`config.mk`:
```
export PLATFORM = sky130hd
export DESIGN_NAME = reorder_buffer_commit
export DESIGN_NICKNAME = d
export VERILOG_FILES = /design/src/rtl/rob_pkg.sv /design/src/rtl/rob_ram.sv /design/src/rtl/reorder_buffer_commit.sv
export SDC_FILE = /design/constraint.sdc
export NUM_CORES = 2
export LEC_CHECK = 0
export BUFFER_PORTS_ARGS = -buffer_cell sky130_fd_sc_hd__buf_2
export CORE_MARGIN = 2
export CORE_UTILIZATION = 25
export CTS_CLUSTER_SIZE = 30
export DETAILED_ROUTE_END_ITERATION = 10
export GPL_TIMING_DRIVEN = 0
export PLACE_DENSITY_LB_ADDON = 0.08
export SYNTH_ARGS = -nofsm -noshare
export SYNTH_HDL_FRONTEND = slang
export SYNTH_MEMORY_MAX_BITS = 65536
export SYNTH_SLANG_ARGS = --single-unit
```
`constraint.sdc`:
```
create_clock -name clk_i -period 8.1 [get_ports clk_i]
set_clock_uncertainty 0.05 [all_clocks]
set_input_delay 0.405 -clock clk_i [delete_from_list [all_inputs] [get_ports clk_i]]
set_output_delay 0.405 -clock clk_i [all_outputs]
set_load 0.03 [all_outputs]
```
`src/rtl/rob_pkg.sv`:
```
// Package for the reorder buffer commit block: field widths, entry kinds,
// input/result transfer structs and the stored entry layout. No dependencies.
`default_nettype none

package rob_pkg;

  localparam int unsigned TAG_W  = 5;
  localparam int unsigned KIND_W = 2;
  localparam int unsigned DEST_W = 5;
  localparam int unsigned ADDR_W = 32;
  localparam int unsigned VAL_W  = 32;

  typedef enum logic [KIND_W-1:0] {
    KIND_REG    = 2'd0,
    KIND_BRANCH = 2'd1,
    KIND_STORE  = 2'd2,
    KIND_EXIT   = 2'd3
  } kind_e;

  typedef struct packed {
    logic              dispatch_valid;
    logic [KIND_W-1:0] dispatch_kind;
    logic [DEST_W-1:0] dispatch_dest;
    logic [ADDR_W-1:0] dispatch_instr_addr;
    logic [ADDR_W-1:0] dispatch_jump_addr;
    logic              rs_valid;
    logic [TAG_W-1:0]  rs_tag;
    logic [VAL_W-1:0]  rs_value;
    logic              lsb_valid;
    logic [TAG_W-1:0]  lsb_tag;
    logic [VAL_W-1:0]  lsb_value;
  } rob_in_t;

  typedef struct packed {
    logic [TAG_W-1:0]  dispatch_tag;
    logic              overflow;
    logic              commit_valid;
    logic [KIND_W-1:0] commit_kind;
    logic [DEST_W-1:0] commit_dest;
    logic [TAG_W-1:0]  commit_tag;
    logic [VAL_W-1:0]  commit_value;
    logic [ADDR_W-1:0] branch_addr;
    logic              branch_correct;
    logic              redirect_valid;
    logic [ADDR_W-1:0] redirect_pc;
    logic              flushing;
  } rob_out_t;

  // Fields written once at dispatch and read back at retire.
  typedef struct packed {
    logic [KIND_W-1:0] kind;
    logic [DEST_W-1:0] dest;
    logic [ADDR_W-1:0] instr_addr;
    logic [ADDR_W-1:0] jump_addr;
  } rob_entry_t;

endpackage

`default_nettype wire

```
`src/rtl/rob_ram.sv`:
```
// Generic single-write, single-read RAM with registered read data.
// A write to the address being read in the same cycle is passed through.
`default_nettype none

module rob_ram #(
  parameter int unsigned WIDTH = 32,
  parameter int unsigned DEPTH = 32
) (
  input  wire logic                     clk_i,
  input  wire logic                     we_i,
  input  wire logic [$clog2(DEPTH)-1:0] waddr_i,
  input  wire logic [WIDTH-1:0]         wdata_i,
  input  wire logic [$clog2(DEPTH)-1:0] raddr_i,
  output      logic [WIDTH-1:0]         rdata_o
);

  logic [WIDTH-1:0] mem_q [DEPTH];
  logic [WIDTH-1:0] rdata_q;

  always_ff @(posedge clk_i) begin
    if (we_i) begin
      mem_q[waddr_i] <= wdata_i;
    end
    // write-first: return the new data on an address match
    if (we_i && (waddr_i == raddr_i)) begin
      rdata_q <= wdata_i;
    end else begin
      rdata_q <= mem_q[raddr_i];
    end
  end

  assign rdata_o = rdata_q;

endmodule

`default_nettype wire

```
`src/rtl/reorder_buffer_commit.sv`:
```
// Reorder buffer with in-order commit, one step per accepted transfer.
// Path: an input transfer is captured in the input register, and the step taken from it
// loads the result register, which drives the result channel.
// Throughput: one transfer per cycle; a stalled result holds the input register,
// which then stalls the input. Reset clears head, tail, count, flush flag and done
// bits at once; entry stores are RAMs and are not cleared (never read before written).
`default_nettype none

module reorder_buffer_commit #(
  parameter int unsigned DEPTH      = 32,
  parameter int unsigned DATA_WIDTH = 32
) (
  input  wire logic              clk_i,
  input  wire logic              rst_ni,
  // input channel
  input  wire logic              in_valid_i,
  output      logic              in_stall_o,
  input  wire rob_pkg::rob_in_t  in_data_i,
  // result channel
  output      logic              out_valid_o,
  input  wire logic              out_stall_i,
  output      rob_pkg::rob_out_t out_data_o
);

  localparam int unsigned IDX_W = $clog2(DEPTH);
  localparam int unsigned CNT_W = $clog2(DEPTH + 1);
  localparam int unsigned ENT_W = $bits(rob_pkg::rob_entry_t);

  // ---------------------------------------------------------------------------
  // Input register and step handshake
  // ---------------------------------------------------------------------------
  logic             in_vld_q, in_vld_d;
  rob_pkg::rob_in_t in_q;
  logic             out_vld_q, out_vld_d;
  rob_pkg::rob_out_t out_q;
  rob_pkg::rob_out_t res_d;

  logic in_xfer;
  logic out_free;
  logic fire;   // one buffer step happens at this edge

  assign out_free   = !out_vld_q || !out_stall_i;
  assign fire       = in_vld_q && out_free;
  assign in_stall_o = in_vld_q && !fire;
  assign in_xfer    = in_valid_i && !in_stall_o;
  assign in_vld_d   = in_xfer || (in_vld_q && !fire);
  assign out_vld_d  = fire || (out_vld_q && out_stall_i);

  always_ff @(posedge clk_i or negedge rst_ni) begin
    if (!rst_ni) begin
      in_vld_q  <= 1'b0;
      out_vld_q <= 1'b0;
    end else begin
      in_vld_q  <= in_vld_d;
      out_vld_q <= out_vld_d;
    end
  end

  always_ff @(posedge clk_i) begin
    if (in_xfer) begin
      in_q <= in_data_i;
    end
    if (fire) begin
      out_q <= res_d;
    end
  end

  assign out_valid_o = out_vld_q;
  assign out_data_o  = out_q;

  // ---------------------------------------------------------------------------
  // Buffer control state
  // ---------------------------------------------------------------------------
  logic [IDX_W-1:0] head_q, head_d;
  logic [IDX_W-1:0] tail_q, tail_d;
  logic [CNT_W-1:0] count_q, count_d;
  logic             flush_q, flush_d;
  logic [DEPTH-1:0] done_q, done_d;
  // which writeback port last wrote each slot's value (1: load/store)
  logic [DEPTH-1:0] sel_q, sel_d;

  always_ff @(posedge clk_i or negedge rst_ni) begin
    if (!rst_ni) begin
      head_q  <= '0;
      tail_q  <= '0;
      count_q <= '0;
      flush_q <= 1'b0;
      done_q  <= '0;
    end else begin
      head_q  <= head_d;
      tail_q  <= tail_d;
      count_q <= count_d;
      flush_q <= flush_d;
      done_q  <= done_d;
    end
  end

  always_ff @(posedge clk_i) begin
    sel_q <= sel_d;
  end

  // ---------------------------------------------------------------------------
  // Entry stores: dispatch fields, plus one value store per writeback port.
  // All are read at the next head so the head entry is ready at step time.
  // ---------------------------------------------------------------------------
  logic                  ent_we;
  logic                  rs_we;
  logic                  lsb_we;
  logic [IDX_W-1:0]      rs_idx;
  logic [IDX_W-1:0]      lsb_idx;
  rob_pkg::rob_entry_t   ent_wdata;
  rob_pkg::rob_entry_t   head_ent;
  logic [ENT_W-1:0]      head_ent_raw;
  logic [DATA_WIDTH-1:0] head_rs_val;
  logic [DATA_WIDTH-1:0] head_lsb_val;

  assign rs_idx  = IDX_W'(in_q.rs_tag);
  assign lsb_idx = IDX_W'(in_q.lsb_tag);

  assign ent_wdata.kind       = in_q.dispatch_kind;
  assign ent_wdata.dest       = in_q.dispatch_dest;
  assign ent_wdata.instr_addr = in_q.dispatch_instr_addr;
  assign ent_wdata.jump_addr  = in_q.dispatch_jump_addr;

  rob_ram #(
    .WIDTH (ENT_W),
    .DEPTH (DEPTH)
  ) u_ent_ram (
    .clk_i   (clk_i),
    .we_i    (ent_we),
    .waddr_i (tail_q),
    .wdata_i (ent_wdata),
    .raddr_i (head_d),
    .rdata_o (head_ent_raw)
  );

  assign head_ent = rob_pkg::rob_entry_t'(head_ent_raw);

  rob_ram #(
    .WIDTH (DATA_WIDTH),
    .DEPTH (DEPTH)
  ) u_rs_val_ram (
    .clk_i   (clk_i),
    .we_i    (rs_we),
    .waddr_i (rs_idx),
    .wdata_i (DATA_WIDTH'(in_q.rs_value)),
    .raddr_i (head_d),
    .rdata_o (head_rs_val)
  );

  rob_ram #(
    .WIDTH (DATA_WIDTH),
    .DEPTH (DEPTH)
  ) u_lsb_val_ram (
    .clk_i   (clk_i),
    .we_i    (lsb_we),
    .waddr_i (lsb_idx),
    .wdata_i (DATA_WIDTH'(in_q.lsb_value)),
    .raddr_i (head_d),
    .rdata_o (head_lsb_val)
  );

  // ---------------------------------------------------------------------------
  // Step logic: flush, or writebacks + retire + dispatch
  // ---------------------------------------------------------------------------
  logic                  full;
  logic                  retire;
  logic                  push;
  logic                  rs_hit;
  logic                  lsb_hit;
  logic                  br_ok;
  logic [DATA_WIDTH-1:0] head_val;
  logic [IDX_W-1:0]      head_nxt;
  logic [IDX_W-1:0]      tail_nxt;

  assign full     = (count_q == CNT_W'(DEPTH));
  assign head_val = sel_q[head_q] ? head_lsb_val : head_rs_val;
  assign retire   = !flush_q && (count_q != '0) && done_q[head_q];
  assign push     = !flush_q && in_q.dispatch_valid && !full;
  // tags beyond the buffer are dropped
  assign rs_hit   = !flush_q && in_q.rs_valid && (32'(in_q.rs_tag) < 32'(DEPTH));
  assign lsb_hit  = !flush_q && in_q.lsb_valid && (32'(in_q.lsb_tag) < 32'(DEPTH));
  assign br_ok    = (head_val[0] == head_ent.jump_addr[0]);
  assign head_nxt = (head_q == IDX_W'(DEPTH - 1)) ? '0 : head_q + 1'b1;
  assign tail_nxt = (tail_q == IDX_W'(DEPTH - 1)) ? '0 : tail_q + 1'b1;

  assign ent_we = fire && push;
  assign rs_we  = fire && rs_hit;
  assign lsb_we = fire && lsb_hit;

  always_comb begin
    head_d  = head_q;
    tail_d  = tail_q;
    count_d = count_q;
    flush_d = flush_q;
    done_d  = done_q;
    sel_d   = sel_q;
    res_d   = '0;
    res_d.dispatch_tag = rob_pkg::TAG_W'(tail_q);

    if (flush_q) begin
      // drop everything and empty the buffer
      res_d.flushing = 1'b1;
      if (fire) begin
        head_d  = '0;
        tail_d  = '0;
        count_d = '0;
        flush_d = 1'b0;
        done_d  = '0;
      end
    end else begin
      if (retire) begin
        res_d.commit_valid = 1'b1;
        res_d.commit_kind  = head_ent.kind;
        res_d.commit_tag   = rob_pkg::TAG_W'(head_q);
        case (head_ent.kind)
          rob_pkg::KIND_REG: begin
            res_d.commit_dest  = head_ent.dest;
            res_d.commit_value = head_val[rob_pkg::VAL_W-1:0];
          end
          rob_pkg::KIND_BRANCH: begin
            res_d.branch_addr    = head_ent.instr_addr;
            res_d.branch_correct = br_ok;
            if (!br_ok) begin
              res_d.redirect_valid = 1'b1;
              res_d.redirect_pc    = {head_ent.jump_addr[rob_pkg::ADDR_W-1:1], 1'b0};
            end
          end
          default: begin
          end
        endcase
      end
      res_d.overflow = in_q.dispatch_valid && full;

      if (fire) begin
        // writebacks first, load/store port last so it wins a shared tag
        if (rs_hit) begin
          done_d[rs_idx] = 1'b1;
          sel_d[rs_idx]  = 1'b0;
        end
        if (lsb_hit) begin
          done_d[lsb_idx] = 1'b1;
          sel_d[lsb_idx]  = 1'b1;
        end
        if (retire) begin
          head_d = head_nxt;
          if ((head_ent.kind == rob_pkg::KIND_BRANCH) && !br_ok) begin
            flush_d = 1'b1;
          end
        end
        // a dispatch overrides a writeback to the same slot
        if (push) begin
          done_d[tail_q] = 1'b0;
          tail_d         = tail_nxt;
        end
        case ({retire, push})
          2'b10:   count_d = count_q - 1'b1;
          2'b01:   count_d = count_q + 1'b1;
          default: count_d = count_q;
        endcase
      end
    end
  end

  // ---------------------------------------------------------------------------
  // Assertions
  // ---------------------------------------------------------------------------
  logic [CNT_W:0] hc_sum;
  logic [CNT_W:0] hc_wrap;

  assign hc_sum  = (CNT_W + 1)'(head_q) + (CNT_W + 1)'(count_q);
  assign hc_wrap = (hc_sum >= (CNT_W + 1)'(DEPTH)) ? hc_sum - (CNT_W + 1)'(DEPTH) : hc_sum;

  a_count_bound : assert property (@(posedge clk_i) disable iff (!rst_ni)
    count_q <= CNT_W'(DEPTH))
    else $error("entry count exceeds depth");

  a_ptr_consistent : assert property (@(posedge clk_i) disable iff (!rst_ni)
    tail_q == IDX_W'(hc_wrap))
    else $error("tail does not match head plus count");

  a_redirect_flush : assert property (@(posedge clk_i) disable iff (!rst_ni)
    fire && res_d.redirect_valid |=> flush_q)
    else $error("mispredict did not schedule a flush");

  a_flush_empties : assert property (@(posedge clk_i) disable iff (!rst_ni)
    fire && flush_q |=> (count_q == '0) && (head_q == '0) && (done_q == '0) && !flush_q)
    else $error("flush step left the buffer non-empty");

endmodule

`default_nettype wire
```
==> insert_results.sql <==
INSERT INTO impl_metrics (metric_group, metric, value, unit) VALUES
('run_status', 'status', 'finished clean', ''),
('finish', 'fillerInstances', '67899', ''),
('setup_path', 'worst_r2r_path_depth', '9', ''),
('yosys', 'yosys.area_share.simple', '0.0124', ''),
('floorplanning', 'die_w', '847', 'um'),
('yosys', 'multiplexer_fraction_of_the_synthesized_cell_area', '0.181', ''),
('routing', 'post_drt_via_cell_ratio', '4.58', ''),
('floorplanning', 'floorplan.die.height', '847', 'um'),
('power', 'pwr_density_cell', '322', 'nW/um^2'),
('finish', 'multiInputGateArea', '36400', 'sq um'),
('global_routing', 'global_route.overflow_total', '0', ''),
('yosys', 'netlist-cell-type-count', '65', ''),
('yosys', 'ys.warnings.count', '0', ''),
('yosys', 'synth.ff_latch_count', '4673', ''),
('finish', 'finish.instance_area', '217000', 'sq um'),
('global_routing', 'grt_first_pass_wirelength', '803', 'mm'),
('routing', 'maxUsedRoutingLayer', 'met4', ''),
('power', 'swShare', '0.304', ''),
('timing', 'max-slew-margin-rel', '0.0798', ''),
('setup_path', 'reg2reg_slack', '1.95', 'ns'),
('timing', 'post-route-period-util', '0.760', ''),
('power', 'internal_power', '0.0487', 'W'),
('timing', 'slew_of_the_pin_with_the_lowest_slew_margin', '1.38', 'ns'),
('clock_tree', 'cts_hold_repair.buffers', '247', ''),
('yosys', 'async_set_reset_flop_share_out_of_synthesis', '0.0109', ''),
('clock_tree', 'clk_pin_slew', '0.06', 'ns'),
('yosys', 'synth_top_area_cells', 'edfxtp_1, mux4_2, dfrtp_1', ''),
('yosys', 'synthCells', '7192', ''),
('floorplanning', 'io_pins', '272', ''),
('clock_tree', 'clock_tree.htree_level_count', '6', ''),
('yosys', 'synth-seq-area-share', '0.789', ''),
('clock_tree', 'cts_resized', '0', ''),
('routing', 'wl', '599', 'mm'),
('placement', 'post-place-ws', '1.52', 'ns'),
('setup_path', 'regToRegEndpoint', 'out_data_o[108]$_SDFFCE_PP0P_', ''),
('routing', 'remaining_drc_errors', '0', ''),
('yosys', 'post_synth_fa_ha_maj_area_fraction', '0.000888', ''),
('setup_path', 'cp-endpoint', 'out_data_o[108]$_SDFFCE_PP0P_', ''),
('yosys', 'synth_top_cell_area_share', '0.781', ''),
('run', 'max_cap_viol_count', '0', ''),
('power', 'share_seq_of_total_power', '0.400', ''),
('finish', 'area_delta_synth_final', '22.4', '%'),
('timing', 'grt_setup_unrepaired', 'false', ''),
('timing', 'timing.setup.tns', '0', 'ns'),
('yosys', 'synth_compound_area_frac', '0.00654', ''),
('finish', 'regArea', '140000', 'sq um'),
('min_path', 'hold_path_class', 'in2reg', ''),
('clock_tree', 'cts_sinks', '4673', ''),
('global_routing', 'number_of_antenna_violations_at_the_first_check_in_global_routing', '34', ''),
('placement', 'hpwl', '412', 'mm'),
('floorplanning', 'start_util', '0.251', ''),
('placement', 'placement.cell_area', '197000', 'sq um'),
('setup_path', 'worst_ep_required_time', '8.79', 'ns'),
('yosys', 'synth_top_family_by_area', 'multiplexers', ''),
('routing', 'met2_length', '290', 'mm'),
('power', 'clock_power_share', '0.345', ''),
('setup_path', 'startpoint_type', 'flip-flop', ''),
('routing', 'drt-pass1-iter-count', '5', ''),
('finish', 'nNetsFinal', '8725', ''),
('placement', 'placer_congestion', '0.744', ''),
('routing', 'm1WireLength', '272', 'mm'),
('floorplanning', 'row_count', '309', ''),
('global_routing', 'groute.usage.overall', '0.164', ''),
('yosys', 'synth_area_per_cell', '24.7', 'sq um'),
('power', 'power_switching', '0.0213', 'W'),
('yosys', 'yosysMostFrequentCell', 'edfxtp_1', ''),
('timing', 'setup_slack', '1.95', 'ns'),
('setup_path', 'timing.setup.critical_path_class', 'reg2reg', ''),
('yosys', 'netlist_area', '178000', 'sq um'),
('timing', 'timing.final.crit_period', '6.15', 'ns'),
('power', 'combinationalPowerShare', '0.255', '');
==> registers in the layout, summed over array words and instances (netlist names), named ones only <==
register / count
tail_q: 5
out_valid_o: 1
in_q: 67
in_vld_q: 1
head_q: 5
ent_wdata: 71
u_rs_val_ram.mem_q: 1024
rs_idx: 5
out_data_o: 117
u_ent_ram.mem_q: 2272
done_q: 32
lsb_idx: 5
flush_q: 1
u_lsb_val_ram.mem_q: 1024
count_q: 6
sel_q: 32
==> kinds of logic after synthesis <==
kind of cell               after synthesis
xor gates and xnor gates                 4
AOI/OAI and AO/OA                      162
adders and majority gates               12
and+or+nand+nor                        460
buffers and inverters                  391
muxes                                 1489
DFF                                   4673
other                                    1
==> routing by layer <==
layer | global-route usage | up-vias
met5 | 0 | -
li1 | - | 33988
met3 | 0.0226 | 660
met1 | 0.229 | 47940
met4 | 0.0323 | 0
met2 | 0.273 | 2099
==> power groups by stage <==
| stage | clock, W | sequential (W) | combinational (W) |
|---|---|---|---|
| floorplan | 0 | 0.0285 | 0.0103 |
| global placement | 0 | 0.0286 | 0.0182 |
| detailed placement | 0 | 0.0285 | 0.0186 |
| CTS | 0.0249 | 0.0280 | 0.0187 |
| global route | 0.0258 | 0.0281 | 0.0189 |
| finish | 0.0241 | 0.0280 | 0.0178 |
==> layout make-up <==
type                       count  share of cell area
antenna                       20            0.000230
buffer                       378             0.00855
clock buffer                 729              0.0693
clock inverter               264              0.0106
inverter                      13            0.000225
multi-input combinational   2128               0.168
sequential                  4673               0.645
tap                         9485              0.0546
timing repair buffer         801              0.0445
==> placed cells by master (no fill, tap or decap), types with 13 or more instances in the layout <==
cell | Yosys | routed
buf_12 | 0 | 261
nor2_1 | 154 | 57
clkinv_1 | 0 | 137
clkbuf_16 | 0 | 579
nor3_2 | 18 | 18
nand2_1 | 150 | 150
a31oi_1 | 35 | 35
dlygate4sd3_1 | 0 | 248
nor3_1 | 23 | 23
inv_1 | 13 | 13
o22a_1 | 33 | 33
clkinv_8 | 0 | 14
nand3_1 | 14 | 14
mux2i_1 | 110 | 110
buf_4 | 36 | 37
buf_6 | 17 | 17
bufinv_16 | 0 | 22
clkinv_2 | 0 | 51
clkbuf_1 | 195 | 320
edfxtp_1 | 4617 | 4617
inv_6 | 0 | 15
dfrtp_1 | 51 | 51
a22oi_1 | 18 | 18
buf_2 | 101 | 376
mux4_2 | 1371 | 1371
buf_16 | 0 | 22
diode_2 | 0 | 20
a21oi_1 | 35 | 35
and3_1 | 15 | 15
buf_1 | 28 | 22
clkbuf_2 | 1 | 25
nor2_4 | 1 | 98
nor2b_1 | 42 | 42
==> metrics by stage <==
stage	util	hold slack (ns)	instances	power (W)
2_1_floorplan	-	0.0594	7192	0.0388
3_3_place_gp	0.269	0.418	16947	0.0468
3_5_place_dp	0.279	0.423	17230	0.0471
4_1_cts	0.307	0.00253	18470	0.0716
5_1_grt	0.307	0.0439	18476	0.0728
6_report	0.307	0.0988	18491	0.0699
==> critical path, stage by stage, from the launching register on <==
cell and delay [ns]:
dfxtp_1 0.37, buf_2 0.40, clkbuf_1 0.88, buf_2 0.60, buf_2 0.91, clkbuf_1 0.89, mux4_2 0.41, mux4_2 0.50
mux2i_1 0.54, nor2_1 0.19
==> how the worst min path moves through the flow <==
stage,end,slack (ns),depth (start not counted)
after CTS,ent_wdata[16]$_DFFE_PP_,0.003,2
after floorplan,count_q[0]$_DFFE_PN0P_,0.06,0
after global placement,done_q[3]$_DFFE_PN0P_,0.42,1
after detailed placement,done_q[3]$_DFFE_PN0P_,0.42,1
after global routing,ent_wdata[16]$_DFFE_PP_,0.04,2
final,ent_wdata[65]$_DFFE_PP_,0.1,2
(Power assumes the default switching activity.)
